File: config.mk
export PLATFORM = sky130hd
export DESIGN_NAME = line_editor_with_echo_fifo_flat
export DESIGN_NICKNAME = d
export VERILOG_FILES = /design/src/rtl/lef_pkg.sv /design/src/rtl/lef_req_if.sv /design/src/rtl/lef_rsp_if.sv /design/src/rtl/lef_ram.sv /design/src/rtl/lef_ctrl.sv /design/src/rtl/line_editor_with_echo_fifo.sv /design/src/flat_wrapper.sv
export SDC_FILE = /design/constraint.sdc
export NUM_CORES = 1
export LEC_CHECK = 0
export BUFFER_PORTS_ARGS = -buffer_cell sky130_fd_sc_hd__buf_2
export CORE_ASPECT_RATIO = 1.5
export CORE_MARGIN = 2
export CORE_UTILIZATION = 51
export CTS_CLUSTER_DIAMETER = 100
export DETAILED_ROUTE_END_ITERATION = 12
export PLACE_DENSITY_LB_ADDON = 0.12
export SLEW_MARGIN = 20
export SYNTH_ARGS = -nofsm -noshare
export SYNTH_HDL_FRONTEND = slang
export SYNTH_SLANG_ARGS = --single-unit
File: constraint.sdc
create_clock -name clk_i -period 5.2 [get_ports clk_i]
set_clock_uncertainty 0.2 [all_clocks]
set_input_delay 0 -clock clk_i [delete_from_list [all_inputs] [get_ports clk_i]]
set_output_delay 0 -clock clk_i [all_outputs]
set_load 0.005 [all_outputs]
File: src/rtl/lef_pkg.sv
// ----------------------------------------------------------------------------
// Line editor package
// Shared sizes, request codes, control characters and memory port types.
// ----------------------------------------------------------------------------
package lef_pkg;

  localparam int unsigned LINE_DEPTH = 32;
  localparam int unsigned ECHO_DEPTH = 64;

  localparam int unsigned LINE_AW = $clog2(LINE_DEPTH);
  localparam int unsigned ECHO_AW = $clog2(ECHO_DEPTH);

  // Fixed field widths of the request and response channels
  localparam int unsigned REQ_W    = 2;
  localparam int unsigned BYTE_W   = 8;
  localparam int unsigned INDEX_W  = 5;
  localparam int unsigned LENGTH_W = 5;
  localparam int unsigned LEVEL_W  = 6;

  typedef enum logic [REQ_W-1:0] {
    REQ_RX_BYTE   = 2'd0,
    REQ_POP_ECHO  = 2'd1,
    REQ_READ_LINE = 2'd2,
    REQ_RELEASE   = 2'd3
  } req_type_e;

  localparam logic [BYTE_W-1:0] CH_BS    = 8'd8;
  localparam logic [BYTE_W-1:0] CH_LF    = 8'd10;
  localparam logic [BYTE_W-1:0] CH_CR    = 8'd13;
  localparam logic [BYTE_W-1:0] CH_SPACE = 8'd32;
  localparam logic [BYTE_W-1:0] CH_DEL   = 8'd127;
  localparam logic [BYTE_W-1:0] CH_NUL   = 8'd0;

  typedef struct packed {
    logic               we;
    logic [LINE_AW-1:0] addr;
    logic [BYTE_W-1:0]  wdata;
  } line_mem_req_t;

  typedef struct packed {
    logic               we;
    logic [ECHO_AW-1:0] addr;
    logic [BYTE_W-1:0]  wdata;
  } echo_mem_req_t;

  typedef struct packed {
    logic               busy;
    logic [ECHO_AW-1:0] echo_level;
  } lef_stat_t;

  function automatic logic [ECHO_AW-1:0] ring_next(input logic [ECHO_AW-1:0] p);
    logic [ECHO_AW-1:0] r;
    if (int'(p) + 1 >= int'(ECHO_DEPTH)) begin
      r = '0;
    end else begin
      r = p + 1'b1;
    end
    return r;
  endfunction

endpackage

File: src/rtl/lef_req_if.sv
// ----------------------------------------------------------------------------
// Line editor request channel
// Valid/ready channel carrying one editor request.
// ----------------------------------------------------------------------------
interface lef_req_if;
  logic                          valid;
  logic                          ready;
  logic [lef_pkg::REQ_W-1:0]     req_type;
  logic [lef_pkg::BYTE_W-1:0]    rx_byte;
  logic [lef_pkg::INDEX_W-1:0]   line_index;

  modport source (output valid, output req_type, output rx_byte, output line_index,
                  input ready);
  modport sink   (input valid, input req_type, input rx_byte, input line_index,
                  output ready);
endinterface

File: src/rtl/lef_rsp_if.sv
// ----------------------------------------------------------------------------
// Line editor response channel
// Valid/ready channel carrying one result per request.
// ----------------------------------------------------------------------------
interface lef_rsp_if;
  logic                          valid;
  logic                          ready;
  logic                          echo_valid;
  logic [lef_pkg::BYTE_W-1:0]    echo_byte;
  logic [lef_pkg::BYTE_W-1:0]    line_char;
  logic [lef_pkg::LENGTH_W-1:0]  line_length;
  logic                          line_ready;
  logic [lef_pkg::LEVEL_W-1:0]   echo_level;

  modport source (output valid, output echo_valid, output echo_byte, output line_char,
                  output line_length, output line_ready, output echo_level,
                  input ready);
  modport sink   (input valid, input echo_valid, input echo_byte, input line_char,
                  input line_length, input line_ready, input echo_level,
                  output ready);
endinterface

File: src/rtl/lef_ram.sv
// ----------------------------------------------------------------------------
// Line editor RAM
// Single-port synchronous RAM, write or registered read in each cycle.
// ----------------------------------------------------------------------------
module lef_ram #(
  parameter int unsigned DEPTH = 32,
  parameter int unsigned WIDTH = 8
) (
  input  logic                     clk_i,
  input  logic                     we_i,
  input  logic [$clog2(DEPTH)-1:0] addr_i,
  input  logic [WIDTH-1:0]         wdata_i,
  output logic [WIDTH-1:0]         rdata_o
);

  logic [WIDTH-1:0] mem_q [DEPTH];
  logic [WIDTH-1:0] rdata_q;

  always_ff @(posedge clk_i) begin
    if (we_i) begin
      mem_q[addr_i] <= wdata_i;
    end else begin
      rdata_q <= mem_q[addr_i];
    end
  end

  assign rdata_o = rdata_q;

endmodule

File: src/rtl/lef_ctrl.sv
// ----------------------------------------------------------------------------
// Line editor sequencer
// Decodes requests, keeps line length and echo pointers, drives both RAMs
// and holds the response register.
// ----------------------------------------------------------------------------
module lef_ctrl (
  input  logic                   clk_i,
  input  logic                   rst_ni,
  lef_req_if.sink                req_i,
  lef_rsp_if.source              rsp_o,
  output lef_pkg::line_mem_req_t line_mem_o,
  input  logic [lef_pkg::BYTE_W-1:0] line_rdata_i,
  output lef_pkg::echo_mem_req_t echo_mem_o,
  input  logic [lef_pkg::BYTE_W-1:0] echo_rdata_i,
  output lef_pkg::lef_stat_t     stat_o
);

  typedef enum logic [1:0] {
    S_IDLE,
    S_PUT,
    S_POP,
    S_READ
  } state_e;

  state_e                            state_q, state_d;
  logic [lef_pkg::LINE_AW-1:0]       count_q, count_d;
  logic                              done_q, done_d;
  logic [lef_pkg::ECHO_AW-1:0]       wr_q, wr_d, rd_q, rd_d;
  logic [lef_pkg::BYTE_W-1:0]        put_q [3];
  logic [lef_pkg::BYTE_W-1:0]        put_d [3];
  logic [1:0]                        left_q, left_d;
  logic                              idx_ok_q, idx_ok_d;

  logic                              rsp_valid_q, rsp_valid_d;
  logic                              evalid_q, evalid_d;
  logic [lef_pkg::BYTE_W-1:0]        ebyte_q, ebyte_d;
  logic [lef_pkg::BYTE_W-1:0]        lchar_q, lchar_d;
  logic [lef_pkg::LENGTH_W-1:0]      length_q, length_d;
  logic                              lready_q, lready_d;
  logic [lef_pkg::LEVEL_W-1:0]       level_q, level_d;

  logic                              accept;
  logic                              load;
  logic                              ld_evalid;
  logic [lef_pkg::BYTE_W-1:0]        ld_ebyte, ld_lchar;
  logic [lef_pkg::ECHO_AW-1:0]       wr_next;
  logic                              full, empty;
  logic [lef_pkg::ECHO_AW-1:0]       level_now, level_nxt;
  lef_pkg::req_type_e                req_type;
  logic [lef_pkg::BYTE_W-1:0]        b;

  assign req_i.ready = (state_q == S_IDLE) && (!rsp_valid_q || rsp_o.ready);
  assign accept      = req_i.valid && req_i.ready;
  assign req_type    = lef_pkg::req_type_e'(req_i.req_type);
  assign b           = req_i.rx_byte;

  assign wr_next = lef_pkg::ring_next(wr_q);
  assign full    = (wr_next == rd_q);
  assign empty   = (wr_q == rd_q);

  always_comb begin
    level_now = wr_q - rd_q;
    if (wr_q < rd_q) begin
      level_now = level_now + lef_pkg::ECHO_AW'(lef_pkg::ECHO_DEPTH);
    end
    level_nxt = wr_d - rd_d;
    if (wr_d < rd_d) begin
      level_nxt = level_nxt + lef_pkg::ECHO_AW'(lef_pkg::ECHO_DEPTH);
    end
  end

  always_comb begin
    state_d    = state_q;
    count_d    = count_q;
    done_d     = done_q;
    wr_d       = wr_q;
    rd_d       = rd_q;
    put_d      = put_q;
    left_d     = left_q;
    idx_ok_d   = idx_ok_q;
    load       = 1'b0;
    ld_evalid  = 1'b0;
    ld_ebyte   = '0;
    ld_lchar   = '0;
    line_mem_o = '{we: 1'b0, addr: count_q, wdata: lef_pkg::CH_NUL};
    echo_mem_o = '{we: 1'b0, addr: rd_q, wdata: put_q[0]};

    unique case (state_q)
      S_IDLE: begin
        if (accept) begin
          unique case (req_type)
            lef_pkg::REQ_RX_BYTE: begin
              priority if (b == lef_pkg::CH_CR || b == lef_pkg::CH_LF) begin
                line_mem_o.we = 1'b1;
                done_d        = 1'b1;
                put_d[0]      = lef_pkg::CH_CR;
                put_d[1]      = lef_pkg::CH_LF;
                left_d        = 2'd2;
                state_d       = S_PUT;
              end else if (b == lef_pkg::CH_BS || b == lef_pkg::CH_DEL) begin
                if (count_q != '0) begin
                  count_d  = count_q - 1'b1;
                  put_d[0] = lef_pkg::CH_BS;
                  put_d[1] = lef_pkg::CH_SPACE;
                  put_d[2] = lef_pkg::CH_BS;
                  left_d   = 2'd3;
                  state_d  = S_PUT;
                end else begin
                  load = 1'b1;
                end
              end else if (int'(count_q) < int'(lef_pkg::LINE_DEPTH) - 1) begin
                line_mem_o.we    = 1'b1;
                line_mem_o.wdata = b;
                count_d          = count_q + 1'b1;
                put_d[0]         = b;
                left_d           = 2'd1;
                state_d          = S_PUT;
              end else begin
                load = 1'b1;
              end
            end
            lef_pkg::REQ_POP_ECHO: begin
              if (!empty) begin
                rd_d    = lef_pkg::ring_next(rd_q);
                state_d = S_POP;
              end else begin
                load = 1'b1;
              end
            end
            lef_pkg::REQ_READ_LINE: begin
              line_mem_o.addr = lef_pkg::LINE_AW'(req_i.line_index);
              idx_ok_d        = (int'(req_i.line_index) < int'(lef_pkg::LINE_DEPTH));
              state_d         = S_READ;
            end
            lef_pkg::REQ_RELEASE: begin
              count_d = '0;
              done_d  = 1'b0;
              load    = 1'b1;
            end
            default: begin
              load = 1'b1;
            end
          endcase
        end
      end
      S_PUT: begin
        // Queue one echo byte a cycle; drop it when the ring is full
        if (!full) begin
          echo_mem_o.we   = 1'b1;
          echo_mem_o.addr = wr_q;
          wr_d            = wr_next;
        end
        put_d[0] = put_q[1];
        put_d[1] = put_q[2];
        left_d   = left_q - 1'b1;
        if (left_q == 2'd1) begin
          load    = 1'b1;
          state_d = S_IDLE;
        end
      end
      S_POP: begin
        load      = 1'b1;
        ld_evalid = 1'b1;
        ld_ebyte  = echo_rdata_i;
        state_d   = S_IDLE;
      end
      S_READ: begin
        load     = 1'b1;
        ld_lchar = idx_ok_q ? line_rdata_i : lef_pkg::CH_NUL;
        state_d  = S_IDLE;
      end
      default: begin
        state_d = S_IDLE;
      end
    endcase
  end

  always_comb begin
    rsp_valid_d = rsp_valid_q;
    evalid_d    = evalid_q;
    ebyte_d     = ebyte_q;
    lchar_d     = lchar_q;
    length_d    = length_q;
    lready_d    = lready_q;
    level_d     = level_q;
    if (load) begin
      rsp_valid_d = 1'b1;
      evalid_d    = ld_evalid;
      ebyte_d     = ld_ebyte;
      lchar_d     = ld_lchar;
      length_d    = lef_pkg::LENGTH_W'(count_d);
      lready_d    = done_d;
      level_d     = lef_pkg::LEVEL_W'(level_nxt);
    end else if (rsp_o.ready) begin
      rsp_valid_d = 1'b0;
    end
  end

  always_ff @(posedge clk_i or negedge rst_ni) begin
    if (!rst_ni) begin
      state_q     <= S_IDLE;
      count_q     <= '0;
      done_q      <= 1'b0;
      wr_q        <= '0;
      rd_q        <= '0;
      put_q       <= '{default: '0};
      left_q      <= '0;
      idx_ok_q    <= 1'b0;
      rsp_valid_q <= 1'b0;
      evalid_q    <= 1'b0;
      ebyte_q     <= '0;
      lchar_q     <= '0;
      length_q    <= '0;
      lready_q    <= 1'b0;
      level_q     <= '0;
    end else begin
      state_q     <= state_d;
      count_q     <= count_d;
      done_q      <= done_d;
      wr_q        <= wr_d;
      rd_q        <= rd_d;
      put_q       <= put_d;
      left_q      <= left_d;
      idx_ok_q    <= idx_ok_d;
      rsp_valid_q <= rsp_valid_d;
      evalid_q    <= evalid_d;
      ebyte_q     <= ebyte_d;
      lchar_q     <= lchar_d;
      length_q    <= length_d;
      lready_q    <= lready_d;
      level_q     <= level_d;
    end
  end

  assign rsp_o.valid       = rsp_valid_q;
  assign rsp_o.echo_valid  = evalid_q;
  assign rsp_o.echo_byte   = ebyte_q;
  assign rsp_o.line_char   = lchar_q;
  assign rsp_o.line_length = length_q;
  assign rsp_o.line_ready  = lready_q;
  assign rsp_o.echo_level  = level_q;

  assign stat_o = '{busy: (state_q != S_IDLE), echo_level: level_now};

endmodule

File: src/rtl/line_editor_with_echo_fifo.sv
// ----------------------------------------------------------------------------
// Serial line editor with local echo
// Edits a terminal line held in a line RAM and queues echo bytes in a ring
// held in a second RAM; pops echo bytes, reads line characters, releases.
// ----------------------------------------------------------------------------
//
//  Channel   Direction  Carries
//  --------  ---------  --------------------------------------------------
//  req_i     in         req_type, rx_byte, line_index
//  rsp_o     out        echo_valid, echo_byte, line_char, line_length,
//                       line_ready, echo_level
//
// Release, a pop from an empty ring and a received byte that queues no echo
// (line full, or an erase on an empty line) load the response register
// straight from idle; a pop or a line read first waits for the registered
// RAM read; any other received byte first offers its echo bytes to the ring
// in turn, kept or dropped, through the single write port of the echo RAM.
// Reset clears line length, line-ready flag and both ring pointers; RAM
// contents are left as they are. A request is taken only while the
// sequencer is idle and the response register is free or being emptied.
//
module line_editor_with_echo_fifo (
  input  logic      clk_i,
  input  logic      rst_ni,
  lef_req_if.sink   req_i,
  lef_rsp_if.source rsp_o
);

  lef_pkg::line_mem_req_t       line_mem;
  lef_pkg::echo_mem_req_t       echo_mem;
  logic [lef_pkg::BYTE_W-1:0]   line_rdata;
  logic [lef_pkg::BYTE_W-1:0]   echo_rdata;
  lef_pkg::lef_stat_t           stat;

  // Sequencer: decode, pointer and length bookkeeping, response register
  lef_ctrl u_ctrl (
    .clk_i        (clk_i),
    .rst_ni       (rst_ni),
    .req_i        (req_i),
    .rsp_o        (rsp_o),
    .line_mem_o   (line_mem),
    .line_rdata_i (line_rdata),
    .echo_mem_o   (echo_mem),
    .echo_rdata_i (echo_rdata),
    .stat_o       (stat)
  );

  // Line store: typed characters and the terminator
  lef_ram #(
    .DEPTH (lef_pkg::LINE_DEPTH),
    .WIDTH (lef_pkg::BYTE_W)
  ) u_line_ram (
    .clk_i   (clk_i),
    .we_i    (line_mem.we),
    .addr_i  (line_mem.addr),
    .wdata_i (line_mem.wdata),
    .rdata_o (line_rdata)
  );

  // Echo ring: bytes waiting to go back to the terminal
  lef_ram #(
    .DEPTH (lef_pkg::ECHO_DEPTH),
    .WIDTH (lef_pkg::BYTE_W)
  ) u_echo_ram (
    .clk_i   (clk_i),
    .we_i    (echo_mem.we),
    .addr_i  (echo_mem.addr),
    .wdata_i (echo_mem.wdata),
    .rdata_o (echo_rdata)
  );

  // A request is never taken while an untaken response would be overwritten
  a_no_rsp_overrun : assert property (@(posedge clk_i) disable iff (!rst_ni)
    (req_i.valid && req_i.ready) |-> (!rsp_o.valid || rsp_o.ready))
    else $error("request taken over a pending response");

  // Echo bytes are written only while there is room in the ring
  a_echo_room : assert property (@(posedge clk_i) disable iff (!rst_ni)
    echo_mem.we |-> (int'(stat.echo_level) < int'(lef_pkg::ECHO_DEPTH) - 1))
    else $error("echo byte written into a full ring");

  // A fresh response leaves the sequencer idle
  a_rsp_idle : assert property (@(posedge clk_i) disable iff (!rst_ni)
    $rose(rsp_o.valid) |-> !stat.busy)
    else $error("response raised while sequencer busy");

endmodule

File: src/flat_wrapper.sv
// flat-port wrapper written by rule: the top's interface ports become plain ports
module line_editor_with_echo_fifo_flat 
  (clk_i, rst_ni, req_i_valid, req_i_req_type, req_i_rx_byte, req_i_line_index, req_i_ready, rsp_o_valid, rsp_o_echo_valid, rsp_o_echo_byte, rsp_o_line_char, rsp_o_line_length, rsp_o_line_ready, rsp_o_echo_level, rsp_o_ready);
  lef_req_if req_i_i ();
  lef_rsp_if rsp_o_i ();
  input  logic clk_i;
  input  logic rst_ni;
  input wire logic [$bits(req_i_i.valid)-1:0] req_i_valid;
  input wire logic [$bits(req_i_i.req_type)-1:0] req_i_req_type;
  input wire logic [$bits(req_i_i.rx_byte)-1:0] req_i_rx_byte;
  input wire logic [$bits(req_i_i.line_index)-1:0] req_i_line_index;
  output wire logic [$bits(req_i_i.ready)-1:0] req_i_ready;
  output wire logic [$bits(rsp_o_i.valid)-1:0] rsp_o_valid;
  output wire logic [$bits(rsp_o_i.echo_valid)-1:0] rsp_o_echo_valid;
  output wire logic [$bits(rsp_o_i.echo_byte)-1:0] rsp_o_echo_byte;
  output wire logic [$bits(rsp_o_i.line_char)-1:0] rsp_o_line_char;
  output wire logic [$bits(rsp_o_i.line_length)-1:0] rsp_o_line_length;
  output wire logic [$bits(rsp_o_i.line_ready)-1:0] rsp_o_line_ready;
  output wire logic [$bits(rsp_o_i.echo_level)-1:0] rsp_o_echo_level;
  input wire logic [$bits(rsp_o_i.ready)-1:0] rsp_o_ready;
  assign req_i_i.valid = req_i_valid;
  assign req_i_i.req_type = req_i_req_type;
  assign req_i_i.rx_byte = req_i_rx_byte;
  assign req_i_i.line_index = req_i_line_index;
  assign req_i_ready = req_i_i.ready;
  assign rsp_o_valid = rsp_o_i.valid;
  assign rsp_o_echo_valid = rsp_o_i.echo_valid;
  assign rsp_o_echo_byte = rsp_o_i.echo_byte;
  assign rsp_o_line_char = rsp_o_i.line_char;
  assign rsp_o_line_length = rsp_o_i.line_length;
  assign rsp_o_line_ready = rsp_o_i.line_ready;
  assign rsp_o_echo_level = rsp_o_i.echo_level;
  assign rsp_o_i.ready = rsp_o_ready;
  line_editor_with_echo_fifo u_core (.clk_i(clk_i), .rst_ni(rst_ni), .req_i(req_i_i), .rsp_o(rsp_o_i));
endmodule
==> flow_summary.yaml <==
synth:
  syn-num-nets: 2068
  ys_types: 63
  synth_compound_area_frac: 0.0624
  synthAdderAreaFrac: 0.00607
  synthMuxAreaShare: 0.125
  synthXorXnorAreaFrac: 0.00501
  synthCells: 2033
  synth_top_cell_area_share: 0.688
  synth.ff_latch_count: 849
  ys_seq_area_frac: 0.735
  synth.area.top_cells: "edfxtp_1 (69%), mux2i_1 (7.9%), dfrtp_1 (4.8%), mux4_2 (4.2%), o22ai_1 (2.8%)"
  synth_most_common_cell: "edfxtp_1"
  synth-edff-count: 784
  syn_avg_cell_area_sq_um: 16.8
  synth_top_family_by_area: "multiplexers"
  synthFlopType: "edfxtp_1"
  netlist_area_sq_mm: 0.0342
  yosysWarnings: 0
  synthTopCellsByCount: "edfxtp_1 (784), mux2i_1 (270), nor2_1 (179)"
  synth_simple_gate_area_frac: 0.0473
  ys_async_sr_fraction: 0.0766
  synth_top_cell_by_area: "edfxtp_1"
power:
  power.net_switching_mw: 7.24
  cellPowerDensity_mw_per_mm2: 557
  clockPowerShare: 0.272
  leakagePower_nw: 13.8
  seqPwrFrac: 0.391
  p_int_mw: 14.4
  swShare: 0.334
  power_mw: 21.7
  ir_drop_mv: 0.328
  comb_power_share: 0.338
sta:
  drv_slew: 0
  finalCritPeriodShare: 0.941
  layout_min_cycle_time_ns: 4.89
  tns_ns: 0
  finalWorstSetupSlack_ns: 0.307
  max_freq_ghz: 0.204
  finalHoldViolations: 0
  setup_viol: 0
  rsz0062_at_grt: "false"
  tightestPinTransition_ns: 1.04
  hold_ws_ns: 0.143
  slew-limit-headroom: 0.307
setup_path:
  cp_data_arrival_time_ns: 5.06
  cp_max_fo: 43
  worstReg2RegStart: "u_core.u_ctrl.wr_q[3]$_DFF_PN0_"
  cp-end-kind: "flop"
  required_ns: 5.37
  startpoint_type: "flop"
  crit_type: "reg -> reg"
  crit_path_start: "u_core.u_ctrl.wr_q[3]$_DFF_PN0_"
final_layout:
  fin_cells: 3114
  num-fill-cells: 4980
  design_area_sq_mm: 0.0389
  fin_util: 0.584
  area_delta_synth_final_pct: 13.7
  fin_nets: 2199
  drive_above_1_share: 0.162
  diodes: 0
worst_hold_path:
  min_from: "req_i_rx_byte[5]"
  hold_path_class: "in -> reg"
outcome:
  status: "complete, no violations"
grt:
  grt.total_usage: 0.241
  grt_pass1_vias: 19286
  grt_pass1_wl_mm: 123
  antenna_found_initial: 0
  grt_max_degree: 66
  grt-ovfl-total: 0
clock_network:
  cts_setup_buffers: 0
  clockBufferDepth: 3
  cts_buffers: 79
  root_buffer: "clkbuf_16"
  cts_tree: "done"
  clock-sinks: 849
  worstSkewPairLatency_ns: 0.63
  htreeDepth: 3
  clkSlewWorstSetupHoldPaths_ns: 0.06
drt:
  vias_per_cell: 5.97
  vias: 18586
  drt-initial-drc-count: 1666
  wl_mm: 82.2
  antenna_left: 0
  drtPass1Iterations: 6
  drc_errors: 0
  avgRoutedWirePerCell_microns: 26.4
place:
  gp_congestion: 0.876
  place_area_sq_mm: 0.0359
  dp.cells: 2934
  numPortBuffers: 49
  pre_cts_ws_ns: 0.447
  post-dp-hpwl_mm: 52.9
flow_run:
  cap_violations: 0
die:
  die-area_sq_mm: 0.0692
  die_w_microns: 216
  start_util: 0.514
  rows: 116
  die_y_microns: 321
  io_pins: 50
  core_sq_mm: 0.0666
critical path, stage by stage (launching register included):
cell and delay, ns:
dfrtp_1 0.66, and3_1 0.34, a311oi_1 0.14, a2111oi_2 0.47, nand4b_4 0.25, nand2_4 0.30
mux2i_4 0.61, buf_12 0.32, o22ai_1 0.14, nor2_1 0.37, o21ai_0 0.32, or4_1 0.46
power by group through the flow:
stage / Combinational (mW) / Clock [mW] / Sequential, mW
2_1_floorplan: 4.91 / 0 / 8.51
3_3_place_gp: 7.28 / 0 / 8.59
3_5_place_dp: 7.34 / 0 / 8.61
4_1_cts: 7.40 / 5.99 / 8.46
5_1_grt: 7.79 / 6.24 / 8.51
6_report: 7.32 / 5.89 / 8.47
flip-flops by register name (all words and copies together) (netlist names), 2 cells and up:
register / count
u_core.u_echo_ram.rdata_o: 8
u_core.u_ctrl.rd_q: 6
u_core.u_line_ram.mem_q: 256
u_core.u_ctrl.rsp_o.line_length: 5
u_core.u_ctrl.echo_mem_o: 8
u_core.u_ctrl.wr_q: 6
u_core.u_ctrl.left_q: 2
u_core.u_ctrl.rsp_o.echo_byte: 8
u_core.u_ctrl.rsp_o.echo_level: 6
u_core.u_ctrl.state_q: 2
u_core.u_echo_ram.mem_q: 512
u_core.u_line_ram.rdata_o: 8
u_core.u_ctrl.rsp_o.line_char: 8
u_core.u_ctrl.count_q: 5
u_core.u_ctrl.put_q: 4
layer usage:
layer,global-route usage,vias to the layer above,wire (microns)
met4,0.108,0,3530
met5,0,-,0
li1,-,8333,-
met2,0.451,581,44700
met3,0.0270,161,3700
met1,0.278,9511,30300
cell families after synthesis:
group / count (synthesis)
buf+inv: 137
compound gates: 320
simple gates: 348
xor+xnor: 18
mux: 345
fa+ha+maj: 16
flops: 849
worst paths after layout:
path / to / slack (ns) / cells past startpoint
min: u_core.u_ctrl.echo_mem_o[5]$_DFFE_PN0P_ / 0.14 / 4
max reg2reg: u_core.u_echo_ram.rdata_o[3]$_DFFE_PN_ / 0.31 / 11
min reg2reg: u_core.u_ctrl.rsp_o.echo_byte[2]$_DFFE_PN0P_ / 0.26 / 1
max in group asynchronous: u_core.u_ctrl.echo_mem_o[5]$_DFFE_PN0P_ / 4.21 / 4
min in group asynchronous: u_core.u_ctrl.rsp_o.echo_level[5]$_DFFE_PN0P_ / 0.25 / 4
max: u_core.u_echo_ram.rdata_o[3]$_DFFE_PN_ / 0.31 / 11
repair_timing:
action | CTS | global route
setup endpoints to repair | 0 | 0
endpoints found under the hold margin | 256 | 0
gates resized for setup | 0 | 0
hold buffers | 34 | 0
cell type report:
type | count | area (sq um) | share of cell area
Clock buffer | 102 | 2200 | 0.0565
Clock inverter | 44 | 459 | 0.0118
Inverter | 20 | 75.1 | 0.00193
Multi-Input combinational cell | 1047 | 8490 | 0.218
Sequential cell | 849 | 25200 | 0.647
Tap cell | 885 | 1110 | 0.0285
Timing Repair Buffer | 167 | 1390 | 0.0356
layout by cell type (no fill, tap or decap), types with 33 or more instances in the layout:
cell type,instances
buf_2,48
buf_4,73
clkbuf_16,83
dfrtp_1,57
dlygate4sd3_1,33
edfxtp_1,784
mux2i_1,265
mux4_2,64
nand2_1,57
nor2_1,179
o21ai_0,39
o22ai_1,155
Note: power is estimated with default switching activity, not from simulation.
